### config.mk
export PLATFORM = sky130hd
export DESIGN_NAME = lcd_palette_pixel_unpacker_core
export DESIGN_NICKNAME = d
export VERILOG_FILES = /design/src/rtl/core/lpu_pkg.sv /design/src/rtl/core/lcd_palette_pixel_unpacker_core.sv /design/src/rtl/core/lpu_palette.sv /design/src/rtl/core/lpu_seq.sv
export VERILOG_INCLUDE_DIRS = /design/src /design/src/rtl/core
export SDC_FILE = /design/constraint.sdc
export NUM_CORES = 1
export LEC_CHECK = 0
export BUFFER_PORTS_ARGS = -buffer_cell sky130_fd_sc_hd__buf_4
export CAP_MARGIN = 20
export CELL_PAD_IN_SITES_DETAIL_PLACEMENT = 1
export CELL_PAD_IN_SITES_GLOBAL_PLACEMENT = 1
export CORE_MARGIN = 3
export CORE_UTILIZATION = 56
export CTS_BUF_LIST = sky130_fd_sc_hd__clkbuf_4
export CTS_CLUSTER_DIAMETER = 200
export DETAILED_ROUTE_END_ITERATION = 6
export GPL_TIMING_DRIVEN = 1
export PLACE_DENSITY = 0.94
export REMOVE_ABC_BUFFERS = 1
export SLEW_MARGIN = 20
export SYNTH_ARGS = -nofsm -noshare
export SYNTH_HDL_FRONTEND = slang
export SYNTH_HIERARCHICAL = 1
export SYNTH_SLANG_ARGS = --single-unit
### constraint.sdc
create_clock -name clk_i -period 8 [get_ports clk_i]
set_clock_uncertainty 0.1 [all_clocks]
set_input_delay 0.8 -clock clk_i [delete_from_list [all_inputs] [get_ports clk_i]]
set_output_delay 0.8 -clock clk_i [all_outputs]
set_load 0.005 [all_outputs]
### src/rtl/core/assert_macros.svh
`ifndef ASSERT_MACROS_SVH
`define ASSERT_MACROS_SVH

// Concurrent check on clk_i, off during reset.
`define LPU_ASSERT(lbl, prop, msg) \
  lbl: assert property (@(posedge clk_i) disable iff (!rst_ni) (prop)) else $error(msg);

// Condition in one cycle implies a result in the next.
`define LPU_ASSERT_NEXT(lbl, pre, post, msg) \
  lbl: assert property (@(posedge clk_i) disable iff (!rst_ni) (pre) |=> (post)) \
    else $error(msg);

`endif

### src/rtl/core/lpu_pkg.sv
package lpu_pkg;

  localparam int unsigned HEADER_BYTES    = 32;
  localparam int unsigned PALETTE_ENTRIES = 16;
  localparam int unsigned PAL_AW          = $clog2(PALETTE_ENTRIES);
  localparam int unsigned CFG_W           = 11;
  localparam int unsigned CFG_IDX_W       = 2;

  localparam logic [CFG_IDX_W-1:0] CFG_ARGB_MODE   = 2'd0;
  localparam logic [CFG_IDX_W-1:0] CFG_LINE_WIDTH  = 2'd1;
  localparam logic [CFG_IDX_W-1:0] CFG_FRAME_LINES = 2'd2;

  localparam logic [CFG_W-1:0] LINE_WIDTH_RST  = 11'd480;
  localparam logic [CFG_W-1:0] FRAME_LINES_RST = 11'd160;

  localparam logic [7:0] ARGB_ALPHA = 8'hFF;

  // 16-level ramp, indexed by 15 - p[3:0]: k * level / 15.
  localparam logic [7:0] RAMP_R [PALETTE_ENTRIES] = '{
    8'd0, 8'd10, 8'd20, 8'd30, 8'd40, 8'd51, 8'd61, 8'd71,
    8'd81, 8'd91, 8'd102, 8'd112, 8'd122, 8'd132, 8'd142, 8'd153};
  localparam logic [7:0] RAMP_G [PALETTE_ENTRIES] = '{
    8'd0, 8'd11, 8'd22, 8'd34, 8'd45, 8'd56, 8'd68, 8'd79,
    8'd90, 8'd102, 8'd113, 8'd124, 8'd136, 8'd147, 8'd158, 8'd170};
  localparam logic [7:0] RAMP_B [PALETTE_ENTRIES] = '{
    8'd0, 8'd9, 8'd18, 8'd27, 8'd36, 8'd45, 8'd54, 8'd63,
    8'd72, 8'd81, 8'd90, 8'd99, 8'd108, 8'd117, 8'd126, 8'd136};

  typedef enum logic [1:0] {
    DEPTH_1BPP = 2'd0,
    DEPTH_2BPP = 2'd1,
    DEPTH_4BPP = 2'd2,
    DEPTH_8BPP = 2'd3
  } lpu_depth_e;

  typedef enum logic {
    ST_IDLE,
    ST_UNPACK
  } lpu_state_e;

  typedef struct packed {
    logic [7:0] mem_byte;
    logic       frame_start;
  } lpu_in_t;

  typedef struct packed {
    logic [31:0] color;
    logic [9:0]  column;
    logic [9:0]  row;
    logic        last_of_byte;
    logic        end_of_line;
    logic        end_of_frame;
  } lpu_out_t;

  typedef struct packed {
    logic              en;
    logic              hi;
    logic [PAL_AW-1:0] addr;
    logic [7:0]        data;
  } lpu_pal_wr_t;

  typedef struct packed {
    logic busy;
    logic hdr_done;
  } lpu_stat_t;

endpackage

### src/rtl/core/lcd_palette_pixel_unpacker_core.sv
// Palette pixel unpacker. A frame starts with the request marked frame_start;
// the first 32 bytes load the 16-entry palette and the depth code and give no
// pixels. Each later byte is taken and then unpacked one pixel per cycle, while
// the output is not stalled, through the single palette lookup and color path:
// 8, 4, 2 or 1 pixels at 1, 2, 4 or 8 bpp. in_stall_o is high while a byte is
// being unpacked. The output register lets the next byte be taken while the
// last pixel still waits. Config must be written only while the block is idle;
// the block itself does not enforce this.
`include "assert_macros.svh"

module lcd_palette_pixel_unpacker_core import lpu_pkg::*; #(
  parameter int unsigned MAX_LINE_PIXELS = 1024,
  parameter int unsigned MAX_FRAME_LINES = 1024
) (
  input  logic                 clk_i,
  input  logic                 rst_ni,
  input  logic                 in_valid_i,
  output logic                 in_stall_o,
  input  lpu_in_t              in_req_i,
  output logic                 out_valid_o,
  input  logic                 out_stall_i,
  output lpu_out_t             out_req_o,
  input  logic                 cfg_we_i,
  input  logic [CFG_IDX_W-1:0] cfg_index_i,
  input  logic [CFG_W-1:0]     cfg_wdata_i
);

  localparam int unsigned COL_W  = $clog2(MAX_LINE_PIXELS);
  localparam int unsigned ROW_W  = (MAX_FRAME_LINES > 1) ? $clog2(MAX_FRAME_LINES) : 1;
  localparam int unsigned WCMP_W = (COL_W + 1 > CFG_W) ? COL_W + 1 : CFG_W;
  localparam int unsigned LCMP_W = (ROW_W + 1 > CFG_W) ? ROW_W + 1 : CFG_W;

  logic             argb_mode_q;
  logic [CFG_W-1:0] line_width_q;
  logic [CFG_W-1:0] frame_lines_q;

  logic [WCMP_W-1:0] lw_ext, lw_clamp, lw_eff;
  logic [LCMP_W-1:0] fl_ext, fl_clamp, fl_eff;
  logic [COL_W-1:0]  width_last;
  logic [ROW_W-1:0]  lines_last;

  logic [PAL_AW-1:0] pal_idx;
  logic [31:0]       color;
  lpu_pal_wr_t       pal_wr;
  lpu_stat_t         stat;

  always_ff @(posedge clk_i or negedge rst_ni) begin
    if (!rst_ni) begin
      argb_mode_q   <= 1'b1;
      line_width_q  <= LINE_WIDTH_RST;
      frame_lines_q <= FRAME_LINES_RST;
    end else if (cfg_we_i) begin
      unique case (cfg_index_i)
        CFG_ARGB_MODE:   argb_mode_q   <= cfg_wdata_i[0];
        CFG_LINE_WIDTH:  line_width_q  <= cfg_wdata_i;
        CFG_FRAME_LINES: frame_lines_q <= cfg_wdata_i;
        default: ;
      endcase
    end
  end

  // clamp both to the maximum, round width down to a multiple of 8, floor width at 8 and lines at 1
  assign lw_ext   = WCMP_W'(line_width_q);
  assign lw_clamp = (lw_ext > WCMP_W'(MAX_LINE_PIXELS)) ? WCMP_W'(MAX_LINE_PIXELS) : lw_ext;
  assign lw_eff   = (lw_clamp[WCMP_W-1:3] == '0) ? WCMP_W'(8) : {lw_clamp[WCMP_W-1:3], 3'd0};
  assign width_last = COL_W'(lw_eff - WCMP_W'(1));

  assign fl_ext   = LCMP_W'(frame_lines_q);
  assign fl_clamp = (fl_ext > LCMP_W'(MAX_FRAME_LINES)) ? LCMP_W'(MAX_FRAME_LINES) : fl_ext;
  assign fl_eff   = (fl_clamp == '0) ? LCMP_W'(1) : fl_clamp;
  assign lines_last = ROW_W'(fl_eff - LCMP_W'(1));

  lpu_seq #(
    .COL_W (COL_W),
    .ROW_W (ROW_W)
  ) u_seq (
    .clk_i        (clk_i),
    .rst_ni       (rst_ni),
    .in_valid_i   (in_valid_i),
    .in_stall_o   (in_stall_o),
    .in_req_i     (in_req_i),
    .out_valid_o  (out_valid_o),
    .out_stall_i  (out_stall_i),
    .out_req_o    (out_req_o),
    .width_last_i (width_last),
    .lines_last_i (lines_last),
    .color_i      (color),
    .pal_idx_o    (pal_idx),
    .pal_wr_o     (pal_wr),
    .stat_o       (stat)
  );

  lpu_palette u_palette (
    .clk_i       (clk_i),
    .wr_i        (pal_wr),
    .rd_idx_i    (pal_idx),
    .argb_mode_i (argb_mode_q),
    .color_o     (color)
  );

  `LPU_ASSERT(a_pal_wr_not_busy, pal_wr.en |-> !stat.busy, "palette write during unpack")
  `LPU_ASSERT(a_unpack_after_hdr, stat.busy |-> stat.hdr_done, "unpack before header done")
  `LPU_ASSERT_NEXT(a_busy_needs_req, !stat.busy && !(in_valid_i && !in_stall_o), !stat.busy, "unpack started without request")
  `LPU_ASSERT(a_eof_flags, (out_valid_o && out_req_o.end_of_frame) |-> (out_req_o.end_of_line && out_req_o.last_of_byte), "end of frame without line and byte end")

endmodule

### src/rtl/core/lpu_palette.sv
module lpu_palette import lpu_pkg::*; (
  input  logic              clk_i,
  input  lpu_pal_wr_t       wr_i,
  input  logic [PAL_AW-1:0] rd_idx_i,
  input  logic              argb_mode_i,
  output logic [31:0]       color_o
);

  logic [11:0] pal_q [PALETTE_ENTRIES];
  logic [11:0] pal_word;
  logic [3:0]  ramp_idx;

  always_ff @(posedge clk_i) begin
    if (wr_i.en) begin
      if (wr_i.hi) begin
        pal_q[wr_i.addr][11:8] <= wr_i.data[3:0];
      end else begin
        pal_q[wr_i.addr][7:0] <= wr_i.data;
      end
    end
  end

  assign pal_word = pal_q[rd_idx_i];
  assign ramp_idx = ~pal_word[3:0];

  always_comb begin
    if (argb_mode_i) begin
      color_o = {ARGB_ALPHA, RAMP_B[ramp_idx], RAMP_G[ramp_idx], RAMP_R[ramp_idx]};
    end else begin
      color_o = {24'd0, ~(pal_word[7:0] | {pal_word[3:0], 4'd0})};
    end
  end

endmodule

### src/rtl/core/lpu_seq.sv
module lpu_seq import lpu_pkg::*; #(
  parameter int unsigned COL_W = 10,
  parameter int unsigned ROW_W = 10
) (
  input  logic              clk_i,
  input  logic              rst_ni,
  input  logic              in_valid_i,
  output logic              in_stall_o,
  input  lpu_in_t           in_req_i,
  output logic              out_valid_o,
  input  logic              out_stall_i,
  output lpu_out_t          out_req_o,
  input  logic [COL_W-1:0]  width_last_i,
  input  logic [ROW_W-1:0]  lines_last_i,
  input  logic [31:0]       color_i,
  output logic [PAL_AW-1:0] pal_idx_o,
  output lpu_pal_wr_t       pal_wr_o,
  output lpu_stat_t         stat_o
);

  lpu_state_e       state_q, state_d;
  logic [5:0]       hdr_cnt_q, hdr_cnt_d;
  lpu_depth_e       depth_q, depth_d;
  logic [COL_W-1:0] col_q, col_d;
  logic [ROW_W-1:0] row_q, row_d;
  logic             frame_idle_q, frame_idle_d;
  logic [2:0]       k_q, k_d;
  logic [7:0]       byte_q, byte_d;
  logic             out_valid_q, out_valid_d;
  lpu_out_t         out_q, out_d;

  logic       in_acc, active, in_hdr, adv;
  logic [5:0] hdr_eff;
  logic [2:0] shamt, ppb_last;
  logic [7:0] field;
  logic       eol, eof, last;
  logic [31:0] col_ext, row_ext;

  assign in_acc  = in_valid_i && (state_q == ST_IDLE);
  assign active  = in_req_i.frame_start || !frame_idle_q;
  assign hdr_eff = in_req_i.frame_start ? 6'd0 : hdr_cnt_q;
  assign in_hdr  = (hdr_eff < 6'(HEADER_BYTES));
  assign adv     = (state_q == ST_UNPACK) && (!out_valid_q || !out_stall_i);

  assign pal_wr_o.en   = in_acc && active && in_hdr;
  assign pal_wr_o.hi   = hdr_eff[0];
  assign pal_wr_o.addr = hdr_eff[PAL_AW:1];
  assign pal_wr_o.data = in_req_i.mem_byte;

  assign shamt    = k_q << depth_q;
  assign field    = byte_q >> shamt;
  assign ppb_last = 3'((4'd8 >> depth_q) - 4'd1);

  always_comb begin
    unique case (depth_q)
      DEPTH_1BPP: pal_idx_o = {3'd0, field[0]};
      DEPTH_2BPP: pal_idx_o = {2'd0, field[1:0]};
      DEPTH_4BPP: pal_idx_o = field[3:0];
      DEPTH_8BPP: pal_idx_o = field[3:0];
      default:    pal_idx_o = field[3:0];
    endcase
  end

  assign eol  = (col_q >= width_last_i);
  assign eof  = eol && (row_q >= lines_last_i);
  assign last = (k_q == ppb_last) || eof;

  assign col_ext = 32'(col_q);
  assign row_ext = 32'(row_q);

  always_comb begin
    state_d      = state_q;
    hdr_cnt_d    = hdr_cnt_q;
    depth_d      = depth_q;
    col_d        = col_q;
    row_d        = row_q;
    frame_idle_d = frame_idle_q;
    k_d          = k_q;
    byte_d       = byte_q;
    out_valid_d  = out_valid_q && out_stall_i;
    out_d        = out_q;

    if (in_acc) begin
      if (in_req_i.frame_start) begin
        frame_idle_d = 1'b0;
        col_d        = '0;
        row_d        = '0;
      end
      if (active) begin
        if (in_hdr) begin
          hdr_cnt_d = hdr_eff + 6'd1;
          if (hdr_eff == 6'd1) begin
            depth_d = lpu_depth_e'(in_req_i.mem_byte[5:4]);
          end
        end else begin
          byte_d  = in_req_i.mem_byte;
          k_d     = 3'd0;
          state_d = ST_UNPACK;
        end
      end
    end

    if (adv) begin
      out_valid_d        = 1'b1;
      out_d.color        = color_i;
      out_d.column       = col_ext[9:0];
      out_d.row          = row_ext[9:0];
      out_d.last_of_byte = last;
      out_d.end_of_line  = eol;
      out_d.end_of_frame = eof;
      if (eol) begin
        col_d = '0;
        row_d = row_q + ROW_W'(1);
      end else begin
        col_d = col_q + COL_W'(1);
      end
      if (eof) begin
        frame_idle_d = 1'b1;
        col_d        = '0;
        row_d        = '0;
      end
      if (last) begin
        state_d = ST_IDLE;
      end else begin
        k_d = k_q + 3'd1;
      end
    end
  end

  always_ff @(posedge clk_i or negedge rst_ni) begin
    if (!rst_ni) begin
      state_q      <= ST_IDLE;
      hdr_cnt_q    <= '0;
      depth_q      <= DEPTH_1BPP;
      col_q        <= '0;
      row_q        <= '0;
      frame_idle_q <= 1'b1;
      k_q          <= '0;
      out_valid_q  <= 1'b0;
    end else begin
      state_q      <= state_d;
      hdr_cnt_q    <= hdr_cnt_d;
      depth_q      <= depth_d;
      col_q        <= col_d;
      row_q        <= row_d;
      frame_idle_q <= frame_idle_d;
      k_q          <= k_d;
      out_valid_q  <= out_valid_d;
    end
  end

  always_ff @(posedge clk_i) begin
    byte_q <= byte_d;
    out_q  <= out_d;
  end

  assign in_stall_o      = (state_q != ST_IDLE);
  assign out_valid_o     = out_valid_q;
  assign out_req_o       = out_q;
  assign stat_o.busy     = (state_q == ST_UNPACK);
  assign stat_o.hdr_done = !(hdr_cnt_q < 6'(HEADER_BYTES));

endmodule

Word level (Yosys, flattened, before mapping)
Memory sizes are Yosys's and may differ from the RTL's.
Cells that the tools add are included.

operators by class
  add/subtract/negate cells = 7
  div/mod/pow operators = 0
  eq/ne operators = 7
  multiply operators = 0
  magnitude comparators = 6
  muxes and demuxes = 44
  shift-type cells = 3
  reduce and logical (&&, ||, !) cells = 26
  bitwise operators = 6

operators with widths
  cell                   number
  $mux 10                12
  $mux 8                 6
  $mux 32                1
  $gt 11x11->1 const B   2
  $mux 11                2
  $add 10x1->10 const B  2
  $ge 10x10->1           2
  $sub 10x1->10 const B  2
  $mux 1                 16
  $mux 3                 5
  $pmux 4 s3             1
  $logic_not 11->1       1
  $logic_not 8->1        1
  $not 8->8              1
  $or 8x8->8             1
  $reduce_and 2->1       4
  $shr 8x3->4            1
  $add 6x1->6 const B    1
  $eq 2x2->1 const B     3
  $eq 6x1->1 const B     1
  $logic_and 1x1->1      6
  $lt 6x6->1 const B     1
  $mux 6                 1
  $reduce_and 3->1       2
  16 further kinds       24

storage, ports and cells
  output and inout port bits = 57
  flip-flop bits (word level) = 120
  memories kept = 4
  bits in writable memories = 192
  ROM bits = 384
  input bits = 27
  bits in latches = 0

memories
  name             depth  bits a word  read ports  clocked after Yosys merged registers in  wr ports  RTL line           RTL
  u_palette.pal_q  16     12           1           0                                        1         lpu_palette.sv:9   logic [11:0] pal_q [PALETTE_ENTRIES];
  (no name shown)  16     8            1           0                                        0         lpu_palette.sv:28  color_o = {ARGB_ALPHA, RAMP_B[ramp_idx], RAMP_G[ramp_idx], RAMP_R[ramp_idx]};
  (no name shown)  16     8            1           0                                        0         lpu_palette.sv:28
  (no name shown)  16     8            1           0                                        0         lpu_palette.sv:28

Depth between registers and ports, before layout
  depth after elaboration = 10
  depth in mapped cells = 18
  mapped depth without buffers = 16

Hierarchy
The synthesis kept the hierarchy.

modules (own cells, without submodules)
  module                           area each (sq um)  cells each  seq. area each (sq um)  instances
  lpu_palette                      5,818.1            346         3,843.7                 1
  lpu_seq                          4,575.6            377         2,743.9                 1
  lcd_palette_pixel_unpacker_core  1,306.3            121         584.3                   1

Least setup slack after synthesis
No wires, ideal clock.

  kind = reg-to-reg
  from = register u_seq.depth_q[1]
  to = register u_seq.out_q (netlist bit u_seq/out_req_o[27]) (data pin)
  period minus slack after synthesis = 4.294 ns
  data required time = 7.639 ns
  stages on the path, launching flop included = 17
  library setup time = 0.261 ns
  path slack = 3.706 ns
  path buffers = 4
  arrival = 3.933 ns
  cells stage by stage = dfrtp_1 buf_2 mux2i_1 nor2_1 a31oi_1 mux4_2 mux2_2 buf_6 buf_12 mux4_1 mux4_2 buf_6 inv_1 ha_1 inv_1 xnor2_1 a221o_1

between the ends
  word-level cells in the longest chain between the ends = 10
  elaborated cells between the ends (all ways) = 17
  classes of those cells = eq/ne (3); shift (2); mux (4); bitwise (4); reduce/logical (2); memory (2)

RTL lines
  what                                       RTL line                               RTL
  start: declaration                         lpu_seq.sv:23                          lpu_depth_e depth_q, depth_d;
  start signal: assignment                   lpu_seq.sv:143                         depth_q <= depth_d;
  $shl 3x2->3 (*)                            lpu_seq.sv:50                          assign shamt = k_q << depth_q;
  $shr 8x3->4 (*)                            lpu_seq.sv:51                          assign field = byte_q >> shamt;
  $pmux 4 s3 (*)                             lpu_seq.sv:55                          unique case (depth_q)
  via pal_idx[0]                             lcd_palette_pixel_unpacker_core.sv:42  logic [PAL_AW-1:0] pal_idx;
  $mem_v2 16x12 (*)                          n/a
  $not 4->4                                  lpu_palette.sv:24                      assign ramp_idx = ~pal_word[3:0];
  $not 4->5 (not written as such)            lpu_palette.sv:28
  $mem_v2 16x8                               n/a
  $mux 8 (not written as such) (2 in a row)  lpu_palette.sv:28
  $mux 32 (*)                                lpu_palette.sv:27                      if (argb_mode_i) begin
  via color[4]                               lcd_palette_pixel_unpacker_core.sv:43  logic [31:0] color;
  end signal: assignment                     lpu_seq.sv:154                         out_q <= out_d;
  end: declaration                           lpu_seq.sv:30                          lpu_out_t out_q, out_d;

Mark *: on every way through the listed nets, which the timed path passes. The rest lies on a longest branch. The select of a mux whose other input is x is not followed.
A chain may end at the register's enable or synchronous reset.

Worst setup path in the final report
  from = register u_seq.depth_q[1]
  to = register u_seq.out_q (netlist bit u_seq/out_req_o[28]) (data pin)

between the ends
  word-level cells in the longest chain between the ends = 10
  elaborated cells between the ends (all ways) = 17
  classes of those cells = eq/ne (3); shift (2); mux (4); bitwise (4); reduce/logical (2); memory (2)

RTL lines
  what                                            RTL line
  $shl 3x2->3 or $eq 2x2->1 (tied branches)       lpu_seq.sv:50, lpu_seq.sv:55
  $shr 8x3->4 or $reduce_or 2->1 (tied branches)  n/a
  $pmux 4 s3 (*)                                  lpu_seq.sv:55
  via pal_idx[2]                                  lcd_palette_pixel_unpacker_core.sv:42
  $mem_v2 16x12 (*)                               n/a
  $not 4->4                                       lpu_palette.sv:24
  $not 4->5 (not written as such)                 lpu_palette.sv:28
  $mem_v2 16x8                                    n/a
  $mux 8 (not written as such) (2 in a row)       lpu_palette.sv:28
  $mux 32 (*)                                     lpu_palette.sv:27
  via color[5]                                    lcd_palette_pixel_unpacker_core.sv:43

Marks and branches as above.

==> metrics.json <==
{
  "design_power_total": {"value": 0.00320, "unit": "W"},
  "post_synth_instance_area": {"value": 11700, "unit": "sq um"},
  "postSynthAreaPerCell": {"value": 13.9, "unit": "sq um"},
  "total_leakage_power": {"value": 5.00, "unit": "nW"},
  "crit_path_top_delay_cell": {"value": "sky130_fd_sc_hd__nor2_1"},
  "critical-path-top-cell-by-count": {"value": "sky130_fd_sc_hd__o21ai_0"},
  "antenna_violations_before_repair": {"value": 2},
  "fmax": {"value": 0.175, "unit": "GHz"},
  "design.portCount": {"value": 84},
  "post-route-min-period": {"value": 5.72, "unit": "ns"},
  "clk_pin_slew": {"value": 0.09, "unit": "ns"},
  "route.final.wire_length": {"value": 34.8, "unit": "mm"},
  "rr_startpoint": {"value": "u_seq/depth_q[1]$_DFFE_PN0P_"},
  "clock_tree.root_cell": {"value": "sky130_fd_sc_hd__clkbuf_4"},
  "layout-area-overhead-vs-synth": {"value": 12.8, "unit": "%"},
  "grt.total_usage": {"value": 31.4, "unit": "%"},
  "cp_max_fo": {"value": 25},
  "ant_nets": {"value": 0},
  "final-setup-viol-count": {"value": 0},
  "cp.required": {"value": 8.36, "unit": "ns"},
  "crit_path_cell_trace": {"value": "nor2_1 > nand2_1 > mux4_2 > o21ai_0 > a211oi_4 > buf_4 > mux4_1 > nand3b_1 > and4_1 > clkinv_1 > ha_1 > o21ai_0 > o21ai_0 > a221o_1"},
  "relSlewSlack": {"value": 23.1, "unit": "%"},
  "detail_route.vias_per_cell": {"value": 6.58},
  "max-cap-violations": {"value": 0},
  "tritoncts_num_sinks": {"value": 248},
  "worst-endpoint-arrival": {"value": 6.07, "unit": "ns"},
  "vias_in_the_first_global_route": {"value": 8851},
  "synthCells": {"value": 842},
  "postLayoutCellArea": {"value": 13200, "unit": "sq um"},
  "chipWidth": {"value": 150, "unit": "um"},
  "worst_margin_slew": {"value": 1.15, "unit": "ns"},
  "grt_max_degree": {"value": 58},
  "num_rows": {"value": 52},
  "cell_area_after_placement": {"value": 12400, "unit": "sq um"},
  "final.period_utilization": {"value": 71.5, "unit": "%"},
  "yosysWarningCount": {"value": 6},
  "max-clock-path-buffers": {"value": 3},
  "cts_post_setup_buffers_inserted": {"value": 0},
  "clock_insertion_delay_worst_skew": {"value": 0.73, "unit": "ns"},
  "grt_pass1_wl": {"value": 53.2, "unit": "mm"},
  "hold_fails_final_rpt": {"value": 0},
  "core_region_area": {"value": 20400, "unit": "sq um"},
  "cp-start-kind": {"value": "flop"},
  "cts_hold_buffers": {"value": 0},
  "layout-drive-gt1-share": {"value": 27.1, "unit": "%"},
  "rsz0062_at_grt": {"value": "no"},
  "critical_path.reg2reg.endpoint": {"value": "u_seq/out_req_o[28]$_DFFE_PP_"},
  "final_max_slew_viol_count": {"value": 0},
  "endpoint_class_of_the_critical_path": {"value": "flop"},
  "worst_case_register_to_register_setup_slack": {"value": 2.28, "unit": "ns"},
  "criticalPathCategory": {"value": "reg -> reg"},
  "numCtsBuffers": {"value": 61},
  "initial_core_util": {"value": 57.4, "unit": "%"},
  "detailed_place_hpwl": {"value": 20.1, "unit": "mm"},
  "detail_route.wl_per_cell": {"value": 27.4, "unit": "um"},
  "fin_tns_setup": {"value": 0, "unit": "ns"},
  "num_vias": {"value": 8358},
  "cts_max_level": {"value": 2},
  "crit_path_start": {"value": "u_seq/depth_q[1]$_DFFE_PN0P_"},
  "detail_route.iter0.violations": {"value": 987},
  "number_of_nets_in_the_layout": {"value": 1008},
  "die_y": {"value": 150, "unit": "um"},
  "outcome": {"value": "completed"},
  "tritoncts_clock_tree": {"value": "built"},
  "worst_path_largest_cell_delay": {"value": 0.62, "unit": "ns"},
  "number_of_search_and_repair_iterations_in_the_first_detailed_routing_pass": {"value": 7},
  "drc_errors": {"value": 0},
  "worst_ir_drop_vdd": {"value": 141, "unit": "uV"},
  "floorplan.die_area": {"value": 22600, "unit": "sq um"},
  "worst-r2r-cell-count": {"value": 14},
  "power_per_cell_area": {"value": 243, "unit": "nW/um^2"},
  "hold_class": {"value": "in -> async"},
  "gp_congestion": {"value": 0.841},
  "ctsResizeCount": {"value": 0},
  "placement.io_buffers": {"value": 83},
  "grt-ovfl-total": {"value": 0}
}
==> state kept, by name (all words and copies together) (netlist names), 6 cells and up <==
register	count
u_seq/row_q	10
u_seq/byte_q	8
u_palette/pal_q	128
u_seq/hdr_cnt_q	6
fl_ext	11
u_seq/col_q	10
line_width_q	11
u_seq/out_req_o	55
==> layer usage <==
| metal | track usage (%) | wire [um] | vias up |
|---|---|---|---|
| met5 | 0 | 0 | - |
| met4 | 13.4 | 1560 | 0 |
| met3 | 7.31 | 3250 | 153 |
| met2 | 52.5 | 17300 | 598 |
| met1 | 39.4 | 12700 | 4134 |
| li1 | - | - | 3473 |
==> metrics by stage <==
stage | setup WS (ns) | hold WS (ns) | cells | utilization (%)
2_1_floorplan | 1.89 | 0.368 | 793 | -
3_3_place_gp | 3.10 | 0.375 | 1153 | 60.9
3_5_place_dp | 2.49 | 0.404 | 1153 | 60.9
4_1_cts | 2.35 | 0.0732 | 1269 | 64.7
5_1_grt | 2.04 | 0.100 | 1270 | 64.7
6_report | 2.28 | 0.0653 | 1270 | 64.7
==> placed cells by master, fill, tap and decap left out, types with 4 or more instances in the layout <==
cell type                  instances
sky130_fd_sc_hd__edfxtp_1        191
sky130_fd_sc_hd__buf_4            90
sky130_fd_sc_hd__clkbuf_4         89
sky130_fd_sc_hd__nand2_1          51
sky130_fd_sc_hd__nor2_1           51
sky130_fd_sc_hd__dfrtp_1          49
sky130_fd_sc_hd__o21ai_0          48
sky130_fd_sc_hd__inv_1            37
sky130_fd_sc_hd__ha_1             35
sky130_fd_sc_hd__nand3_1          29
sky130_fd_sc_hd__mux2_2           27
sky130_fd_sc_hd__mux4_2           24
sky130_fd_sc_hd__clkinv_1         22
sky130_fd_sc_hd__mux2i_1          18
sky130_fd_sc_hd__nand2b_1         15
sky130_fd_sc_hd__a21oi_1          15
sky130_fd_sc_hd__nand4_1          13
sky130_fd_sc_hd__o211ai_1         12
sky130_fd_sc_hd__nor3_1           10
sky130_fd_sc_hd__a21o_1           10
sky130_fd_sc_hd__mux4_1           10
sky130_fd_sc_hd__xnor2_1           9
sky130_fd_sc_hd__o22ai_1           9
sky130_fd_sc_hd__a211oi_1          8
sky130_fd_sc_hd__dfstp_2           8
sky130_fd_sc_hd__and3_1            8
sky130_fd_sc_hd__nor2b_1           7
sky130_fd_sc_hd__a31oi_1           6
sky130_fd_sc_hd__nor3b_2           6
sky130_fd_sc_hd__or4_1             5
sky130_fd_sc_hd__or3_1             5
sky130_fd_sc_hd__nand3b_1          5
sky130_fd_sc_hd__nor3_2            5
sky130_fd_sc_hd__nor4_1            4
sky130_fd_sc_hd__o31ai_1           4
sky130_fd_sc_hd__o21a_1            4
sky130_fd_sc_hd__clkinv_2          4
==> layout make-up <==
type / count / area, sq um
Sequential cell: 248 / 7170
Fill cell: 1945 / 7180
Tap cell: 270 / 338
Timing Repair Buffer: 90 / 676
Multi-Input combinational cell: 504 / 4060
Antenna cell: 1 / 2.50
Inverter: 41 / 154
Clock inverter: 27 / 120
Clock buffer: 89 / 668
==> critical path, delay by kind of cell (launching register included) <==
family / cells / cell delay [ns]
buf+inv: 2 / 0.85
fa+ha+maj: 1 / 0.41
simple gates: 4 / 1.54
compound gates: 5 / 1.15
flops: 1 / 0.57
mux: 2 / 0.81
==> worst max path at each step <==
stage / to / slack, ns
floorplan: u_seq/out_req_o[28]$_DFFE_PP_ / 1.89
global placement: u_seq/out_req_o[28]$_DFFE_PP_ / 3.10
detailed placement: u_seq/out_req_o[28]$_DFFE_PP_ / 2.49
CTS: u_seq/out_req_o[28]$_DFFE_PP_ / 2.35
global route: u_seq/out_req_o[28]$_DFFE_PP_ / 2.04
finish: u_seq/out_req_o[28]$_DFFE_PP_ / 2.28
==> where the power goes <==
group | switching (W) | leakage, nW | total [W] | internal [W]
Combinational | 0.000405 | 2.13 | 0.000631 | 0.000226
Sequential | 0.0000580 | 2.40 | 0.00150 | 0.00144
Clock | 0.000554 | 0.465 | 0.00107 | 0.000518
Note: power is estimated with default switching activity, not from simulation.
